$ cat src/hdl/naia_pkg.sv
// shared types, constants and codes for the near address interval allocator
`default_nettype none
package naia_pkg;

   localparam int TABLE_ENTRIES = 256;
   localparam int IDX_W         = $clog2(TABLE_ENTRIES);
   localparam int CNT_W         = IDX_W + 1;
   localparam int ADDR_W        = 48;
   localparam int SIZE_W        = 32;
   localparam int SHIFT_W       = 5;
   localparam int CSR_IDX_W     = 3;
   localparam int CSR_DATA_W    = 48;

   localparam logic [CSR_IDX_W-1:0] CSR_CHUNK_SIZE   = 3'd0;
   localparam logic [CSR_IDX_W-1:0] CSR_HOLE_LIMIT   = 3'd1;
   localparam logic [CSR_IDX_W-1:0] CSR_MAX_DISTANCE = 3'd2;
   localparam logic [CSR_IDX_W-1:0] CSR_SIZE_CAP     = 3'd3;
   localparam logic [CSR_IDX_W-1:0] CSR_PAGE_SHIFT   = 3'd4;

   localparam logic [SIZE_W-1:0]  CHUNK_SIZE_RST   = 32'd16777216;
   localparam logic [ADDR_W-1:0]  HOLE_LIMIT_RST   = 48'd1610612736;
   localparam logic [ADDR_W-1:0]  MAX_DISTANCE_RST = 48'd1610612736;
   localparam logic [SIZE_W-1:0]  SIZE_CAP_RST     = 32'd2147483646;
   localparam logic [SHIFT_W-1:0] PAGE_SHIFT_RST   = 5'd12;

   typedef enum logic [1:0] {
      OP_CLEAR    = 2'd0,
      OP_ADD_HOLE = 2'd1,
      OP_ALLOCATE = 2'd2,
      OP_NONE     = 2'd3
   } op_type;

   typedef enum logic [1:0] {
      STAT_OK         = 2'd0,
      STAT_NO_FIT     = 2'd1,
      STAT_FULL       = 2'd2,
      STAT_EMPTY_HOLE = 2'd3
   } status_type;

   typedef enum logic [2:0] {
      S_IDLE,
      S_HOLE_PREP,
      S_HOLE_FILL,
      S_ALLOC,
      S_GRANT,
      S_RESP
   } state_type;

   typedef struct packed {
      op_type            operation;
      logic [ADDR_W-1:0] hole_start;
      logic [ADDR_W-1:0] hole_end;
      logic [ADDR_W-1:0] request_address;
   } req_type;

   typedef struct packed {
      status_type        status;
      logic [ADDR_W-1:0] alloc_base;
      logic [SIZE_W-1:0] alloc_size;
   } rsp_type;

   typedef struct packed {
      logic [ADDR_W-1:0] start_addr;
      logic [ADDR_W-1:0] end_addr;
      logic              used;
   } entry_type;

   localparam int ENTRY_W = $bits(entry_type);

   typedef struct packed {
      logic [SIZE_W-1:0]  size_cap;
      logic [SHIFT_W-1:0] page_shift;
   } grant_cfg_type;

   typedef struct packed {
      logic              vld;
      logic [ADDR_W-1:0] start_addr;
      logic [ADDR_W-1:0] end_addr;
   } grant_in_type;

   typedef struct packed {
      logic              vld;
      logic [ADDR_W-1:0] base;
      logic [SIZE_W-1:0] size;
   } grant_out_type;

endpackage
`default_nettype wire

$ cat src/hdl/naia_grant.sv
// pipelined size capping, page rounding and base computation for a granted interval
`default_nettype none
module naia_grant (
   input  wire logic                    clock,
   input  wire logic                    reset,
   input  wire naia_pkg::grant_cfg_type cfg,
   input  wire naia_pkg::grant_in_type  grant_in,
   output naia_pkg::grant_out_type      grant_out
);

   logic                          s1_vld_ff, s1_vld_in;
   logic [naia_pkg::SIZE_W-1:0]   s1_size_ff, s1_size_in;
   logic [naia_pkg::ADDR_W-1:0]   s1_end_ff;
   logic                          s2_vld_ff, s2_vld_in;
   logic [naia_pkg::SIZE_W-1:0]   s2_size_ff, s2_size_in;
   logic [naia_pkg::SIZE_W-1:0]   s2_ps_ff, s2_ps_in;
   logic [naia_pkg::ADDR_W-1:0]   s2_end_ff;
   logic                          s3_vld_ff;
   logic [naia_pkg::SIZE_W-1:0]   s3_size_ff;
   logic [naia_pkg::SIZE_W-1:0]   s3_ps_ff;
   logic [naia_pkg::ADDR_W-1:0]   s3_base_ff, s3_base_in;
   logic                          out_vld_ff;
   logic [naia_pkg::ADDR_W-1:0]   out_base_ff, out_base_in;
   logic [naia_pkg::SIZE_W-1:0]   out_size_ff, out_size_in;

   logic [naia_pkg::ADDR_W-1:0]   diff;
   logic [naia_pkg::SIZE_W:0]     ps_wide;
   logic [naia_pkg::SIZE_W:0]     mask_wide;
   logic [naia_pkg::SIZE_W:0]     round_wide;
   logic [naia_pkg::SIZE_W:0]     sat_wide;
   logic                          below_page;

   // stage 1: interval length and cap
   always_comb begin
      diff       = grant_in.end_addr - grant_in.start_addr;
      s1_vld_in  = grant_in.vld;
      s1_size_in = (diff > naia_pkg::ADDR_W'(cfg.size_cap)) ? cfg.size_cap
                                                           : diff[naia_pkg::SIZE_W-1:0];
   end

   // stage 2: round up to a page, saturate to the largest page multiple
   always_comb begin
      ps_wide    = (naia_pkg::SIZE_W+1)'(1) << cfg.page_shift;
      mask_wide  = ps_wide - (naia_pkg::SIZE_W+1)'(1);
      round_wide = ({1'b0, s1_size_ff} + mask_wide) & ~mask_wide;
      sat_wide   = {1'b1, {naia_pkg::SIZE_W{1'b0}}} - ps_wide;
      s2_vld_in  = s1_vld_ff;
      s2_ps_in   = ps_wide[naia_pkg::SIZE_W-1:0];
      s2_size_in = round_wide[naia_pkg::SIZE_W] ? sat_wide[naia_pkg::SIZE_W-1:0]
                                                : round_wide[naia_pkg::SIZE_W-1:0];
   end

   // stage 3: base below the end
   assign s3_base_in = s2_end_ff - naia_pkg::ADDR_W'(s2_size_ff);

   // stage 4: keep the base off the first page
   always_comb begin
      below_page  = s3_base_ff < naia_pkg::ADDR_W'(s3_ps_ff);
      out_base_in = s3_base_ff;
      out_size_in = s3_size_ff;
      if (below_page) begin
         out_base_in = s3_base_ff + naia_pkg::ADDR_W'(s3_ps_ff);
         out_size_in = (s3_size_ff >= s3_ps_ff) ? s3_size_ff - s3_ps_ff
                                                : {naia_pkg::SIZE_W{1'b0}};
      end
   end

   always_ff @(posedge clock) begin
      if (reset) begin
         s1_vld_ff  <= 1'b0;
         s2_vld_ff  <= 1'b0;
         s3_vld_ff  <= 1'b0;
         out_vld_ff <= 1'b0;
      end else begin
         s1_vld_ff  <= s1_vld_in;
         s2_vld_ff  <= s2_vld_in;
         s3_vld_ff  <= s2_vld_ff;
         out_vld_ff <= s3_vld_ff;
      end
      s1_size_ff  <= s1_size_in;
      s1_end_ff   <= grant_in.end_addr;
      s2_size_ff  <= s2_size_in;
      s2_ps_ff    <= s2_ps_in;
      s2_end_ff   <= s1_end_ff;
      s3_size_ff  <= s2_size_ff;
      s3_ps_ff    <= s2_ps_ff;
      s3_base_ff  <= s3_base_in;
      out_base_ff <= out_base_in;
      out_size_ff <= out_size_in;
   end

   assign grant_out.vld  = out_vld_ff;
   assign grant_out.base = out_base_ff;
   assign grant_out.size = out_size_ff;

endmodule
`default_nettype wire

$ cat config.mk
export PLATFORM = sky130hd
export DESIGN_NAME = naia_grant
export DESIGN_NICKNAME = d
export VERILOG_FILES = /design/src/hdl/naia_pkg.sv /design/src/hdl/naia_grant.sv
export SDC_FILE = /design/constraint.sdc
export NUM_CORES = 1
export LEC_CHECK = 0
export BUFFER_PORTS_ARGS = -buffer_cell sky130_fd_sc_hd__buf_2
export CAP_MARGIN = 20
export CORE_MARGIN = 8
export CORE_UTILIZATION = 40
export DETAILED_ROUTE_END_ITERATION = 10
export SYNTH_ARGS = -nofsm -noshare
export SYNTH_HDL_FRONTEND = slang
export SYNTH_SLANG_ARGS = --single-unit
$ cat constraint.sdc
create_clock -name clock -period 12.47 [get_ports clock]
set_clock_uncertainty 0.15 [all_clocks]
set_input_delay 1.247 -clock clock [delete_from_list [all_inputs] [get_ports clock]]
set_output_delay 1.247 -clock clock [all_outputs]
set_load 0.005 [all_outputs]
==> Yosys cells after proc, flatten, opt, wreduce, memory -nomap -nowiden <==
Cells that the tools add are included.
{ "totals": {"in_bits": 136, "ff_bits": 388, "word_cells": 32, "output_inout_bits": 81} }
{ "classes": {"n_mux": 5, "shifts": 1, "n_addsub": 7, "n_bitwise": 2, "order_cmp": 3} }
{ "op_table": {"columns": ["cell", "count"], "rows": [
  ["$mux 32", 4],
  ["$add 48x32->48", 1],
  ["$gt 48x32->1", 1],
  ["$lt 48x32->1", 1],
  ["$mux 48", 1],
  ["$sub 48x32->48", 1],
  ["$sub 48x48->48", 1],
  ["$add 32x33->33", 1],
  ["$and 33x33->33", 1],
  ["$not 33->33", 1],
  ["$shl 1x5->33 const A", 1],
  ["$sub 33x1->33 const B", 1],
  ["$ge 32x32->1", 1],
  ["$sub 1x32->32 const A", 1],
  ["$sub 32x32->32", 1]
]} }

==> Logic depth before layout (Yosys ltp) <==
{ "depth": {"ltp_word": 5, "depth_mapped": 26, "depth_no_buf": 25} }

==> Worst setup path after synthesis <==
Ideal clock, no wire load.
{ "synth_timing": {"path_kind": "input -> register", "from": "input port grant_in[57] in the netlist's numbering", "to": "register s1_size_ff[10] in the netlist's numbering", "path_slack_ps": 6451, "setup_time_ps": 121, "required_ps": 12199, "t_arrival_ps": 5748, "stages": 24, "cell_sequence": "inv_1 > ha_1 > a21oi_1 > a21oi_1 > a211oi_1 > and2_1 > o31ai_1 > or2_1 > a21oi_1 > o21ai_1 > a21oi_1 > xnor2_1 > ha_1 > and4_1 > a21oi_1 > nand2_1 > nor3_1 > a21oi_1 > a2111oi_0 > nand4_1 > nor4_2 > nand4_2 > buf_6 > mux2_4"} }
{ "synth_via": {"elab_chain_cells": 3} }
{ "synth_rtl": {"columns": ["element", "line", "source"], "rows": [
  ["start, declared", "naia_grant.sv:7", "input wire naia_pkg::grant_in_type grant_in,"],
  ["$sub 48x48->48 (*)", "naia_grant.sv:35", "diff = grant_in.end_addr - grant_in.start_addr;"],
  ["$gt 48x32->1", "naia_grant.sv:37", "s1_size_in = (diff > naia_pkg::ADDR_W'(cfg.size_cap)) ? cfg.size_cap"],
  ["$mux 32 (*)", "naia_grant.sv:37", null],
  ["via s1_size_in (one bit)", "naia_grant.sv:12", "logic [naia_pkg::SIZE_W-1:0] s1_size_ff, s1_size_in;"],
  ["end signal, assigned", "naia_grant.sv:80", "s1_size_ff <= s1_size_in;"],
  ["end, declared", "naia_grant.sv:12", null]
]} }
The timed path passes the listed nets; every way through them passes the cells marked *.
A chain may end at the register's enable or synchronous reset.

==> Worst setup path in the final report <==
{ "layout_timing": {"from": "input port grant_in[9] in the netlist's numbering", "to": "register s1_size_ff[2] in the netlist's numbering"} }
{ "layout_via": {"elab_chain_cells": 3} }
{ "layout_rtl": {"columns": ["element", "line"], "rows": [
  ["$sub 48x48->48", "naia_grant.sv:35"],
  ["$gt 48x32->1", "naia_grant.sv:37"],
  ["$mux 32", "naia_grant.sv:37"],
  ["via s1_size_in (one bit)", "naia_grant.sv:12"]
]} }
The timed path passes the listed nets, and every way through them passes these cells.

==> flow_summary.yaml <==
pwr:
  powerDensity_nw_per_um2: 163
  combPwrFrac: 0.295
  p_total_mw: 3.94
  p_sw_frac: 0.327
  intPower_mw: 2.65
  clockPowerShare: 0.320
  total_leakage_power_nw: 11.3
  p_switching_mw: 1.29
  seqPwrFrac: 0.385
  vdd.ir_drop.worst_mv: 0.0981
cts:
  cts_buffers: 43
  h-tree-depth: 2
  clk_path_buf_depth: 3
  cts.sinks: 388
  root_buffer: "clkbuf_16"
  cts_tree: "done"
  cts_setup_buffers: 0
  cts_hold_buf: 0
  clock_latency_ns: 0.57
  clkSlewWorstSetupHoldPaths_ns: 0.06
  cts_resized: 0
setup_path:
  crit_chain: "buf_2 -> ha_1 -> a21oi_1 -> a21oi_1 -> a211oi_1 -> and2_1 -> o31ai_1 -> or2_1 -> a21oi_1 -> o21ai_1 -> a21oi_1 -> xnor2_1 -> ha_1 -> and4_1 -> a21oi_1 -> nand2_1 -> nor3_1 -> a21oi_1 -> a2111oi_0 -> nand4_1 -> nor4_2 -> nand4_2 -> buf_4 -> mux2_1"
  critPathKind: "input pin to flop"
  required_ns: 12.77
  critPathMaxStageDelay_ns: 0.44
  critPathLaunchType: "input pin"
  end_kind: "flop"
  crit_top_cell: "a21oi_1"
  arrival_ns: 6.91
  crit_path_max_fanout: 32
  critPathSlowestCell: "a211oi_1"
die:
  die_area_um2: 60300
  die_h_um: 246
  rows: 84
  ios: 217
  die_w_um: 246
  core_um2: 52300
  start_util: 0.403
timing:
  tns_ns: 0
  period_needed_ns: 6.61
  fin_crit_sh: 0.530
  hold_viol_final: 0
  rsz0062_at_grt: "false"
  slew_viol_final: 0
  tightest_slew_ns: 1.02
  slew-limit-headroom: 0.316
  finalSetupViolCount: 0
  clock.fmax_mhz: 151
drt:
  first_pass_iters: 5
  viasPerCell: 5.25
  drtIter0Drc: 1118
  drt-total-wl_mm: 61.2
  drc: 0
  final_antenna_net_count: 0
  routedWlPerCell_um: 18.5
  vias: 17400
final_layout:
  fill_cells: 5180
  finalNonFillerCells: 3314
  final_cell_mix: "dfxtp_1 (388), ha_1 (245), buf_2 (216)"
  final_common_cell: "dfxtp_1"
  antenna_cells: 0
  synthToLayoutAreaGrowth_pct: 14.8
  fin_nets: 2981
  drive_above_1_share: 0.132
global_routing:
  grt_usage: 0.197
  grt_pass1_vias: 17500
  grt_max_degree: 52
  grt_overflow: 0
  antenna_found_initial: 0
  grt_pass1_wl_mm: 95.7
flow_run:
  maxCapViolCount: 0
worst_hold_path:
  hold_path_class: "flop to flop"
synthesis:
  synthCells: 2404
  syn_area_um2: 21100
  syn_nets: 2790
  ys_ff_latch: 388
  yosysWarnings: 0
  synthFlopType: "dfxtp_1"
  async_reset_ff_frac: 0
  ys_seq_area_frac: 0.368
  synth_edf_count: 0
  avgSynthCellArea_um2: 8.77
  synth.distinct_cells: 85
place:
  portBuffers: 216
  dp_cells: 3238
  place.gp.congestion: 0.961
  dp_hpwl_mm: 50.7
status:
  status: "completed"
-- synthesized netlist by cell type, types with 5 or more instances --
| cell type | instances | area, um^2 |
|---|---|---|
| nor3_1 | 31 | 155 |
| a211oi_1 | 23 | 173 |
| fa_1 | 5 | 100 |
| or2_2 | 9 | 56.3 |
| clkbuf_1 | 71 | 267 |
| nor2b_1 | 25 | 156 |
| or4_1 | 7 | 52.6 |
| nand3_1 | 53 | 265 |
| o21a_1 | 31 | 233 |
| a31o_2 | 5 | 43.8 |
| a21oi_1 | 196 | 981 |
| or3_1 | 13 | 81.3 |
| o21ai_0 | 74 | 370 |
| dfxtp_1 | 388 | 7770 |
| a21o_1 | 83 | 623 |
| and3_1 | 10 | 62.6 |
| nand2b_1 | 23 | 144 |
| mux2_4 | 28 | 420 |
| xor2_1 | 52 | 455 |
| a31oi_1 | 17 | 106 |
| ha_1 | 245 | 3070 |
| and2_1 | 13 | 81.3 |
| o22ai_1 | 7 | 43.8 |
| o21ai_1 | 97 | 485 |
| xnor2_1 | 111 | 972 |
| nor2_1 | 158 | 593 |
| o21bai_1 | 36 | 270 |
| nand2_1 | 189 | 709 |
| o211ai_1 | 12 | 90.1 |
| a2111oi_0 | 5 | 43.8 |
| inv_1 | 215 | 807 |
| nor4_1 | 16 | 100 |
| nand4_1 | 19 | 119 |
| a21boi_0 | 5 | 37.5 |
| a41oi_1 | 6 | 52.6 |
| a22oi_1 | 13 | 97.6 |
| o31ai_1 | 23 | 173 |
-- cell families after synthesis --
kind of cell,count (synthesis),synth area share
other,1,0.000178
adders and majority gates,250,0.150
buffers and inverters,293,0.0534
muxes,35,0.0235
xor gates and xnor gates,163,0.0677
AOI/OAI and AO/OA,692,0.208
and+or+nand+nor,582,0.129
DFF,388,0.368
-- worst max-delay path: cells and delay by family --
kind            cells  cell delay [ns]
xor+xnor            1             0.16
compound gates     10             2.47
simple gates        8             1.51
mux                 1             0.38
buf+inv             2             0.43
fa+ha+maj           2             0.65
-- sequential cells by signal (all words and copies together), names as in the netlist --
signal and count:
out_base_ff 48, out_size_ff 32, out_vld_ff 1, s1_end_ff 48, s1_size_ff 32, s1_vld_ff 1, s2_end_ff 48, s2_ps_ff 32
s2_size_ff 32, s2_vld_ff 1, s3_base_ff 48, s3_ps_ff 32, s3_size_ff 32, s3_vld_ff 1
-- cell type report --
type | instances | area [um^2] | share of cell area
multi-input combinational | 1723 | 12200 | 0.505
inverter | 218 | 818 | 0.0338
timing repair buffer | 221 | 1120 | 0.0462
clock buffer | 56 | 1210 | 0.0498
clock inverter | 20 | 221 | 0.00915
sequential | 388 | 7770 | 0.321
tap | 688 | 861 | 0.0356
-- metal layers --
layer / wire [um] / track usage / part of all wire / up-vias
li1: - / - / - / 8800
met1: 29200 / 0.270 / 0.48 / 7991
met2: 27500 / 0.319 / 0.45 / 493
met3: 3010 / 0.0294 / 0.049 / 100
met4: 1600 / 0.0564 / 0.026 / 0
met5: 0 / 0 / 0 / -
-- worst paths after layout --
path                 start              to  slack, ns  cells past startpoint
max            grant_in[9]   s1_size_ff[2]       5.86                     24
min          s1_end_ff[12]   s2_end_ff[12]       0.17                      0
max reg2reg    s3_ps_ff[1]  out_base_ff[2]       7.81                     14
min reg2reg  s1_end_ff[12]   s2_end_ff[12]       0.17                      0
-- power by group through the flow --
stage | logic (mW) | registers (mW) | clock network (mW)
final | 1.16 | 1.52 | 1.26
after global routing | 1.30 | 1.53 | 1.35
after CTS | 1.16 | 1.52 | 1.30
after detailed placement | 1.16 | 1.54 | 0
after global placement | 1.14 | 1.55 | 0
after floorplan | 0.828 | 1.50 | 0
-- metrics by stage --
stage           util  hold slack, ns  instance area, um^2  setup slack, ns
6_report       0.463           0.171                24200             5.86
5_1_grt        0.463           0.172                24200             5.43
4_1_cts        0.463           0.169                24200             5.88
3_5_place_dp   0.435           0.162                22800             5.26
3_3_place_gp   0.435           0.161                22800             5.56
2_1_floorplan      -           0.160                21100             6.45
No activity file was read; power rests on OpenSTA's default activity.
