<file path="config.mk">
export PLATFORM = sky130hd
export DESIGN_NAME = naia_ram
export DESIGN_NICKNAME = d
export VERILOG_FILES = /design/src/hdl/naia_ram.sv
export SDC_FILE = /design/constraint.sdc
export NUM_CORES = 1
export LEC_CHECK = 0
export ABC_AREA = 1
export BUFFER_PORTS_ARGS = -buffer_cell sky130_fd_sc_hd__buf_2
export CAP_MARGIN = 15
export CORE_UTILIZATION = 55
export CTS_CLUSTER_SIZE = 10
export DETAILED_ROUTE_END_ITERATION = 10
export PLACE_DENSITY = 0.82
export SKIP_CTS_REPAIR_TIMING = 1
export SYNTH_ARGS = -nofsm -noshare
export SYNTH_HDL_FRONTEND = slang
export SYNTH_SLANG_ARGS = --single-unit
</file>
<file path="constraint.sdc">
create_clock -name clock -period 1.02 [get_ports clock]
set_input_delay 0.051 -clock clock [delete_from_list [all_inputs] [get_ports clock]]
set_output_delay 0.051 -clock clock [all_outputs]
set_load 0.02 [all_outputs]
</file>
<file path="src/hdl/naia_ram.sv">
// generic single write port ram with registered read
`default_nettype none
module naia_ram #(
   parameter int WIDTH = 8,
   parameter int DEPTH = 16
) (
   input  wire logic                     clock,
   input  wire logic                     wr_en,
   input  wire logic [$clog2(DEPTH)-1:0] wr_addr,
   input  wire logic [WIDTH-1:0]         wr_data,
   input  wire logic                     rd_en,
   input  wire logic [$clog2(DEPTH)-1:0] rd_addr,
   output logic      [WIDTH-1:0]         rd_data
);

   logic [WIDTH-1:0] mem_ff [DEPTH];
   logic [WIDTH-1:0] rd_data_ff;

   always_ff @(posedge clock) begin
      if (wr_en) begin
         mem_ff[wr_addr] <= wr_data;
      end
      if (rd_en) begin
         rd_data_ff <= mem_ff[rd_addr];
      end
   end

   assign rd_data = rd_data_ff;

endmodule
`default_nettype wire

</file>
======== Word-level counts from Yosys, hierarchy flattened ========
Memory sizes are Yosys's and may differ from the RTL's. A register that Yosys moved wholly into a read port is not among the register bits.
Index checks and enable logic that the tools add are counted.
word-level totals
  logic and storage cells ................. 3
  memory bits (writable) .................. 128
  memories ................................ 1
  bits of input ports ..................... 19
  register bits after elaboration ......... 0
memories
  memory  words  width  read ports  clocked after memory_dff  wr ports  line  RTL
  mem_ff  16     8      1           1                         1         16    logic [WIDTH-1:0] mem_ff [DEPTH];
operators by class
  muxes and demuxes ....................... 2
operator list
  kind    count
  $mux 1  2

======== Depth between registers and ports, before layout ========
Gate-level depths: netlist of the first run.
  depth after elaboration ................. 2
  gate-level depth with buffers ........... 8

======== Worst setup path before layout of the first run ========
No wires, ideal clock.
  path type ............................... input -> register
  start ................................... input port wr_addr[3]
  end ..................................... memory mem_ff[4][0], enable pin
  stages .................................. 2
  arrival time ............................ 0.632 ns
  data required time ...................... 0.650 ns
  setup slack ............................. 0.018 ns
  cells stage by stage .................... nand3b_1 nor2_1
RTL lines
  element             line  RTL
  start: declaration  9     input wire logic [$clog2(DEPTH)-1:0] wr_addr,
  end: declaration    16
No word-level cell before the write port.

======== Worst setup path after layout of the first run ========
  start ................................... register rd_data_ff[4], in the netlist rd_data[4] (read register of mem_ff)
  end ..................................... output port rd_data[4]
RTL lines
  element             line  RTL
  start: declaration  17    logic [WIDTH-1:0] rd_data_ff;
  end: declaration    13    output logic [WIDTH-1:0] rd_data
No word-level cell between the ends.

==> results of run 1 <==
## registers in the layout, summed over array words and instances (netlist names)
name     cells
mem_ff     128
rd_data      8
## worst paths after layout
check / start / endpoint / slack, ns / cells past startpoint
hold / removal: rd_addr[3] / rd_data[2] / 0.08 / 4
setup / recovery: rd_data[4] / rd_data[4] / -0.15 / 1
hold reg to reg: mem_ff[9][2] / rd_data[2] / 0.78 / 6
setup reg to reg: mem_ff[9][5] / rd_data[5] / -0.10 / 6
## cell usage in the layout, fill, tap and decap left out
| master | count |
|---|---|
| buf_12 | 4 |
| buf_2 | 23 |
| buf_4 | 27 |
| buf_6 | 3 |
| bufinv_16 | 3 |
| clkbuf_16 | 16 |
| clkbuf_8 | 1 |
| clkinv_1 | 2 |
| clkinv_2 | 4 |
| clkinv_4 | 3 |
| clkinvlp_4 | 2 |
| dlygate4sd3_1 | 9 |
| edfxtp_1 | 136 |
| inv_1 | 98 |
| inv_2 | 4 |
| nand2_1 | 154 |
| nand2_2 | 19 |
| nand3_1 | 33 |
| nand3_2 | 64 |
| nand3b_1 | 2 |
| nor2_1 | 17 |
## layer usage
metal / track usage, % / part of all wire, % / vias up
met3: 5.365 / 9.3 / 38
met1: 32.20 / 37 / 2010
met4: 14.59 / 3.1 / 0
met2: 42.38 / 50 / 247
met5: 0 / 0 / -
li1: - / - / 1901
## through the flow
| stage | hold slack [ns] | power (uW) | TNS [ns] | util [%] | area (um^2) |
|---|---|---|---|---|---|
| floorplan | 0.1499 | 6917 | 0 | - | 5847 |
| global placement | 0.4110 | 7232 | -2.497 | 60.67 | 6264 |
| CTS | -0.1404 | 13110 | -1.727 | 66.22 | 6837 |
| global route | 0.09136 | 13580 | -1.895 | 70.84 | 7313 |
| finish | 0.07876 | 13260 | -1.289 | 70.84 | 7313 |
| detailed placement | 0.4160 | 7266 | -3.108 | 60.67 | 6264 |
## layout make-up
type	instances	share of cell area, %
clock buffer	17	5.663
inverter	102	5.235
multi-input combinational	289	21.63
tap	136	2.327
clock inverter	14	2.173
timing repair buffer	66	7.134
sequential	136	55.84
## logic make-up (layout without fill, tap and decap cells)
kind of cell           count (synthesis)  in the layout  share of synthesized area [%]
flip-flops                           136            136                          69.85
buffers and inverters                126            199                          9.394
AND/OR/NAND/NOR                      289            289                          20.76
## worst register-to-register path, stage by stage (launching register included)
cell,delay [ns]
edfxtp_1,0.37
inv_1,0.06
nand2_1,0.04
nand3_1,0.12
nand3_1,0.12
nand3_1,0.10
nand2_1,0.06
## where the power goes
group          total (uW)  leakage, uW  internal, uW  switching (uW)
registers            6340      0.00124          6300            38.4
logic                1020      0.00165           338             677
clock network        5910     0.000278          3680            2230
==> results_dict.tcl, run 1 <==
set metrics [dict create \
    outcome "finished, violations left" \
    violations "setup timing" \
    multi_input_area_um2 1582 \
    ys_async_sr_fraction_pct 0 \
    fillers 655 \
    leakage_uw 0.003166 \
    max_stage_delay_ns 0.43 \
    post-place-ws_ns -0.2317 \
    cts-root-buf "clkbuf_8" \
    vias_per_cell 5.521 \
    antenna_found_initial 0 \
    tightest_slew_ns 0.7813 \
    ys_warn_count 0 \
    overflow 0 \
    yosysMostFrequentCell "nand2_1" \
    min_period_ns 1.168 \
    grt_pass1_wl_mm 20.52 \
    final_nets 631 \
    cp_num_buf_inv 1 \
    synth_area_leader_cell "edfxtp_1" \
    hold_violations 0 \
    clock-sinks 136 \
    design.core.area_um2 10320 \
    crit_chain "buf_6" \
    layout_setup_ws_ns -0.1479 \
    insertion_delay_ns 0.53 \
    hpwlAfterDp_mm 8.165 \
    ys.flop_type "edfxtp_1" \
    syn_nets 570 \
    start_util_pct 56.64 \
    layout-drive-gt1-share_pct 27.72 \
    crit_path_end_kind "output port" \
    drt_first_pass_iters 5 \
    yosysSeqAreaShare_pct 69.85 \
    p_per_area_nw_per_um2 1814 \
    drc 0 \
    die_w_um 105.1 \
    min_path_type "input pin to flip-flop" \
    crit_family "flip-flops" \
    grt_max_degree 33 \
    initialDrtViolationCount 406 \
    area_growth_pct 25.08 \
    ys_top_cells_by_count "173 x nand2_1, 136 x edfxtp_1, 100 x inv_1, 97 x nand3_1, 17 x nor2_1" \
    clkTransAtPathRegs_ns 0.06 \
    setup_violations 16 \
    arrival_ns 1.12 \
    routed_wl_mm 13.91 \
    gp_congestion 0.8978 \
    portBuffers 26 \
    fin_skew_ns 0.008831 \
    syn_avg_cell_area_um2 10.61 \
    post-route-period-util_pct 114.5 \
    dieHeight_um 105.1 \
    synth-seq-cells 136 \
    num_rows 37 \
    yosysTopAreaCellShare_pct 69.85 \
    io_pins 27 \
    synth-edff-count 136 \
    dr_total_vias 4196 \
    htree_levels 4 \
    cts_tree "done" \
    cts_buffers 17 \
    slowest_stage "edfxtp_1" \
    synth_area_leaders "edfxtp_1 70%, nand2_1 11%, nand3_1 8.3%, inv_1 6.4%, buf_6 1.2%" \
    synthesis.instances 551 \
    ant_nets 0 \
    critPathMaxFanout 1 \
    cts.path.max_buffers 2 \
    regArea_um2 4084 \
    grt_pass1_vias 3908 \
    fmax_ghz 0.8563 \
    diodes 0 \
    rsz0062_at_grt "true" \
    crit_type "flip-flop to output port" \
    drv_cap 0 \
    fp.dieArea_um2 11050 \
    ys_types 11 \
    cp.required_ns 0.97 \
    wl_per_cell_um 18.30 \
    setup.worst_path.start_class "flip-flop" \
    slew_viol_final 0 \
    grt_usage_pct 25.89 \
    dp.cells 720 \
    synth_area_um2 5847 \
    irDropWorstVdd_uv 1467 \
    max_slew_margin_pct 47.84 \
    finalNonFillerCells 760 \
]
Note: power is estimated with default switching activity, not from simulation.
==> run 2, diff against run 1 <==
--- a/config.mk
+++ b/config.mk
@@ -11,6 +11,7 @@
 export CORE_UTILIZATION = 55
 export CTS_CLUSTER_SIZE = 10
 export DETAILED_ROUTE_END_ITERATION = 10
+export MAX_ROUTING_LAYER = met4
 export PLACE_DENSITY = 0.82
 export SKIP_CTS_REPAIR_TIMING = 1
 export SYNTH_ARGS = -nofsm -noshare
==> results_dict.tcl, run 2 (synthesized netlist as in run 1, its figures left out) <==
set metrics [dict create \
    routed_wl_mm 14.24 \
    fp.dieArea_um2 11050 \
    hpwlAfterDp_mm 8.526 \
    hold_violations 0 \
    design.core.area_um2 10320 \
    timing.rr.end "rd_data[6]" \
    crit_path_end_kind "output port" \
    drv_cap 0 \
    rsz0062_at_grt "true" \
    insertion_delay_ns 0.53 \
    io_pins 27 \
    timing.setup.tns_ns -1.557 \
    min_path_type "input pin to flip-flop" \
    fin_skew_ns 0.006504 \
    antenna_found_initial 0 \
    crit_end "rd_data[1]" \
    post-place-ws_ns -0.2185 \
    cp_num_buf_inv 1 \
    grt_pass1_wl_mm 21.65 \
    clkTransAtPathRegs_ns 0.06 \
    grt_max_degree 33 \
    start_util_pct 56.64 \
    slew_viol_final 0 \
    p_per_area_nw_per_um2 1932 \
    grt_pass1_vias 4099 \
    post-route-period-util_pct 114.9 \
    irDropWorstVdd_uv 1110 \
    slowest_stage "edfxtp_1" \
    crit_chain "buf_6" \
    portBuffers 26 \
    path_depth 1 \
    fmax_ghz 0.8531 \
    wl_per_cell_um 18.81 \
    max_slew_margin_pct 49.61 \
    ant_nets 0 \
    num_rows 37 \
    dieHeight_um 105.1 \
    crit_family "flip-flops" \
    gp_congestion 0.9565 \
    final_cell_mix "167 x nand2_1, 136 x edfxtp_1, 100 x inv_1" \
    tightest_slew_ns 0.7547 \
    cts_buffers 17 \
    setup.worst_path.start_class "flip-flop" \
    cts-root-buf "clkbuf_8" \
    layout_commonest_cell "nand2_1" \
    r2r_cells 6 \
    cts_tree "done" \
    layout_setup_ws_ns -0.1522 \
    layout-drive-gt1-share_pct 21.58 \
    overflow 0 \
    crit_type "flip-flop to output port" \
    initialDrtViolationCount 509 \
    max_stage_delay_ns 0.43 \
    diodes 0 \
    vias_per_cell 5.542 \
    total_power_uw 14000 \
    critPathMaxFanout 1 \
    final_nets 628 \
    r2r_start "mem_ff[5][6]" \
    outcome "finished, violations left" \
    min_period_ns 1.172 \
    crit_path_start "rd_data[1]" \
    drt_first_pass_iters 7 \
    largest_reg_flops 128 \
    setup_violations 16 \
    die_w_um 105.1 \
    area_growth_pct 23.92 \
    dr_total_vias 4195 \
    violations "setup timing" \
    clock-sinks 136 \
    cp.required_ns 0.97 \
    min_from "rd_addr[3]" \
    regToRegSetupSlack_ns -0.09 \
    htree_levels 4 \
    drc 0 \
    leakage_uw 0.003144 \
    cts.path.max_buffers 2 \
    arrival_ns 1.12 \
    grt_usage_pct 27.78 \
    fillers 665 \
    regMostFlops "mem_ff" \
]
[run 2: changes by cell type in the layout (fill, tap and decap cells not counted), sizes merged]
cell	previous run	this run
clkinv	9	4
buf	57	54
bufinv	3	6
inv	102	104
clkbuf	17	18
clkinvlp	2	1
[run 2: where the power goes]
part           leakage, uW  switching, uW  total (uW)  internal, uW
clock             0.000308           2240        6680          4440
sequential         0.00124           47.2        6350          6300
combinational      0.00160            651         975           324
[run 2: worst min-delay path by stage]
stage,end,slack (ns),cells after the start
2_1_floorplan,mem_ff[0][0],0.15,0
3_3_place_gp,rd_data[0],0.41,1
3_5_place_dp,rd_data[0],0.42,1
4_1_cts,rd_data[3],-0.12,1
5_1_grt,rd_data[2],0.06,4
6_report,rd_data[1],0.05,4
[run 2: final cells by class]
cell class	count	area [um^2]	share of cell area (%)
multi-input combinational	289	1454	20.07
clock buffer	18	417.9	5.768
inverter	102	382.9	5.284
sequential	136	4084	56.36
clock inverter	13	225.2	3.108
timing repair buffer	63	511.7	7.063
tap	136	170.2	2.348
[run 2: per-stage QoR]
step	area (um^2)	util [%]	hold WS [ns]	cells
CTS	6872	66.56	-0.1214	748
global route	7246	70.19	0.06232	757
detailed placement	6228	60.33	0.4234	717
global placement	6228	60.33	0.4134	717
floorplan	5847	-	0.1499	551
finish	7246	70.19	0.04782	757
[run 2: routing by layer]
layer  global-route usage, %  routed length [um]  up-vias
met5                       -                   0        -
met4                   13.58                 528        0
met3                   6.301                1389       53
met2                   44.51                7257      267
met1                   33.43                5066     1978
li1                        -                   -     1897
[run 2: tightest hold or removal path: cells and delay by family]
family	cells	cell delay (ns)
AND/OR/NAND/NOR	2	0.14
buffers and inverters	2	0.29
==> run 3, diff against run 2 <==
--- a/config.mk
+++ b/config.mk
@@ -8,11 +8,11 @@
 export ABC_AREA = 1
 export BUFFER_PORTS_ARGS = -buffer_cell sky130_fd_sc_hd__buf_2
 export CAP_MARGIN = 15
-export CORE_UTILIZATION = 55
+export CORE_UTILIZATION = 60
 export CTS_CLUSTER_SIZE = 10
 export DETAILED_ROUTE_END_ITERATION = 10
 export MAX_ROUTING_LAYER = met4
-export PLACE_DENSITY = 0.82
+export PLACE_DENSITY = 0.85
 export SKIP_CTS_REPAIR_TIMING = 1
 export SYNTH_ARGS = -nofsm -noshare
 export SYNTH_HDL_FRONTEND = slang
==> constraint.sdc (replaced) <==
create_clock -name clock -period 1.5 [get_ports clock]
set_input_delay 0.075 -clock clock [delete_from_list [all_inputs] [get_ports clock]]
set_output_delay 0.075 -clock clock [all_outputs]
set_load 0.02 [all_outputs]
==> results_dict.tcl, run 3 (synthesized netlist as in run 1, its figures left out) <==
set metrics [dict create \
    outcome "finished, violations left" \
    violations "hold timing" \
    clock-sinks 136 \
    ant_nets 0 \
    multi_input_area_um2 1214 \
    hold_violations 9 \
    critPathMaxFanout 1 \
    hold_end "mem_ff[4][0]" \
    cts_buffers 17 \
    setup.worst_path.start_class "flip-flop" \
    drt_first_pass_iters 6 \
    num_rows 35 \
    antenna_found_initial 0 \
    crit_path_end_kind "output port" \
    max_stage_delay_ns 0.42 \
    routed_wl_mm 13.51 \
    crit_chain "buf_2" \
    slowest_stage "edfxtp_1" \
    die_w_um 100.7 \
    regArea_um2 4084 \
    final_nets 619 \
    crit_type "flip-flop to output port" \
    wl_per_cell_um 18.25 \
    timing.rr.end "rd_data[2]" \
    cts_tree "done" \
    layout_commonest_cell "nand2_1" \
    start_util_pct 62.68 \
    setup_violations 0 \
    total_power_uw 9256 \
    post-route-period-util_pct 79.70 \
    grt_max_degree 37 \
    irDropWorstVdd_uv 959.2 \
    r2r_cells 6 \
    layout-drive-gt1-share_pct 13.09 \
    area_growth_pct 17.21 \
    tightest_slew_ns 0.6305 \
    drc 0 \
    fin_skew_ns 0.006776 \
    diodes 0 \
    min_from "wr_data[0]" \
    arrival_ns 1.12 \
    regMostFlops "mem_ff" \
    fp.dieArea_um2 10140 \
    initialDrtViolationCount 470 \
    max_slew_margin_pct 57.91 \
    largest_reg_flops 128 \
    holdPathStages 1 \
    overflow 0 \
    regToRegSetupSlack_ns 0.32 \
    leakage_uw 0.002985 \
    hpwlAfterDp_mm 7.830 \
    crit_family "flip-flops" \
    gp_congestion 0.8554 \
    fin_hold_ws_ns -0.004343 \
    portBuffers 26 \
    p_per_area_nw_per_um2 1351 \
    design.core.area_um2 9328 \
    cp.required_ns 1.42 \
    fmax_ghz 0.8365 \
    htree_levels 4 \
    clkTransAtPathRegs_ns 0.06 \
    dieHeight_um 100.7 \
    cp_num_buf_inv 1 \
    final_cell_mix "173 x nand2_1, 136 x edfxtp_1, 100 x inv_1" \
    insertion_delay_ns 0.52 \
    grt_pass1_wl_mm 20.87 \
    min_path_type "input pin to flip-flop" \
    io_pins 27 \
    rsz0062_at_grt "false" \
    vias_per_cell 5.484 \
    grt_usage_pct 29.97 \
    cts.path.max_buffers 2 \
    slew_viol_final 0 \
    cts-root-buf "clkbuf_8" \
    grt_pass1_vias 4059 \
    timing.setup.tns_ns 0 \
    r2r_start "mem_ff[5][2]" \
    fillers 610 \
    min_period_ns 1.196 \
    drv_cap 0 \
    dr_total_vias 4058 \
]
[run 3: cell types whose count changed in the layout (fill, tap and decap cells not counted), sizes merged]
cell         delta
inv             -2
dlygate4sd3     -4
bufinv          -1
clkinv          +2
buf             -5
[run 3: area by class of cell]
cell class              instances  area share (%)
clock buffers                  18           6.098
multi-input cells             289           17.71
flip-flops and latches        136           59.59
clock inverters                12           2.958
well taps                     129           2.355
repair buffers                 54           5.697
inverters                     102           5.587
[run 3: worst max-delay path by stage]
stage | slack, ns | end | start | cells after the start
6_report | 0.30 | rd_data[4] | rd_data[4] | 1
5_1_grt | 0.23 | rd_data[7] | mem_ff[1][7] | 6
4_1_cts | 0.30 | rd_data[4] | rd_data[4] | 1
3_5_place_dp | 0.16 | rd_data[7] | rd_addr[0] | 7
3_3_place_gp | 0.20 | rd_data[7] | rd_addr[0] | 7
2_1_floorplan | 0.47 | mem_ff[10][0] | wr_addr[2] | 2
[run 3: power by group]
group,internal [uW],leakage [uW],switching [uW],total [uW]
registers,4280,0.00124,26.1,4310
logic,167,0.00145,398,565
clock network,2850,0.000301,1530,4380
[run 3: stage by stage]
stage / setup slack, ns / utilization [%] / instance area [um^2] / hold slack, ns / cells
global placement: 0.2012 / 66.28 / 6182 / 0.4480 / 705
finish: 0.3045 / 73.47 / 6853 / -0.004343 / 740
global route: 0.2309 / 73.47 / 6853 / 0.0009430 / 740
detailed placement: 0.1593 / 66.28 / 6182 / 0.4449 / 705
CTS: 0.3013 / 72.93 / 6803 / -0.08876 / 735
floorplan: 0.4742 / - / 5847 / 0.1739 / 551
[run 3: metal layers]
metal | vias to the layer above | GRT usage, % | share of wire, %
li1 | 1877 | - | -
met4 | 0 | 12.60 | 2.7
met5 | - | - | 0
met2 | 244 | 47.79 | 50
met1 | 1900 | 37.58 | 37
met3 | 37 | 6.449 | 10
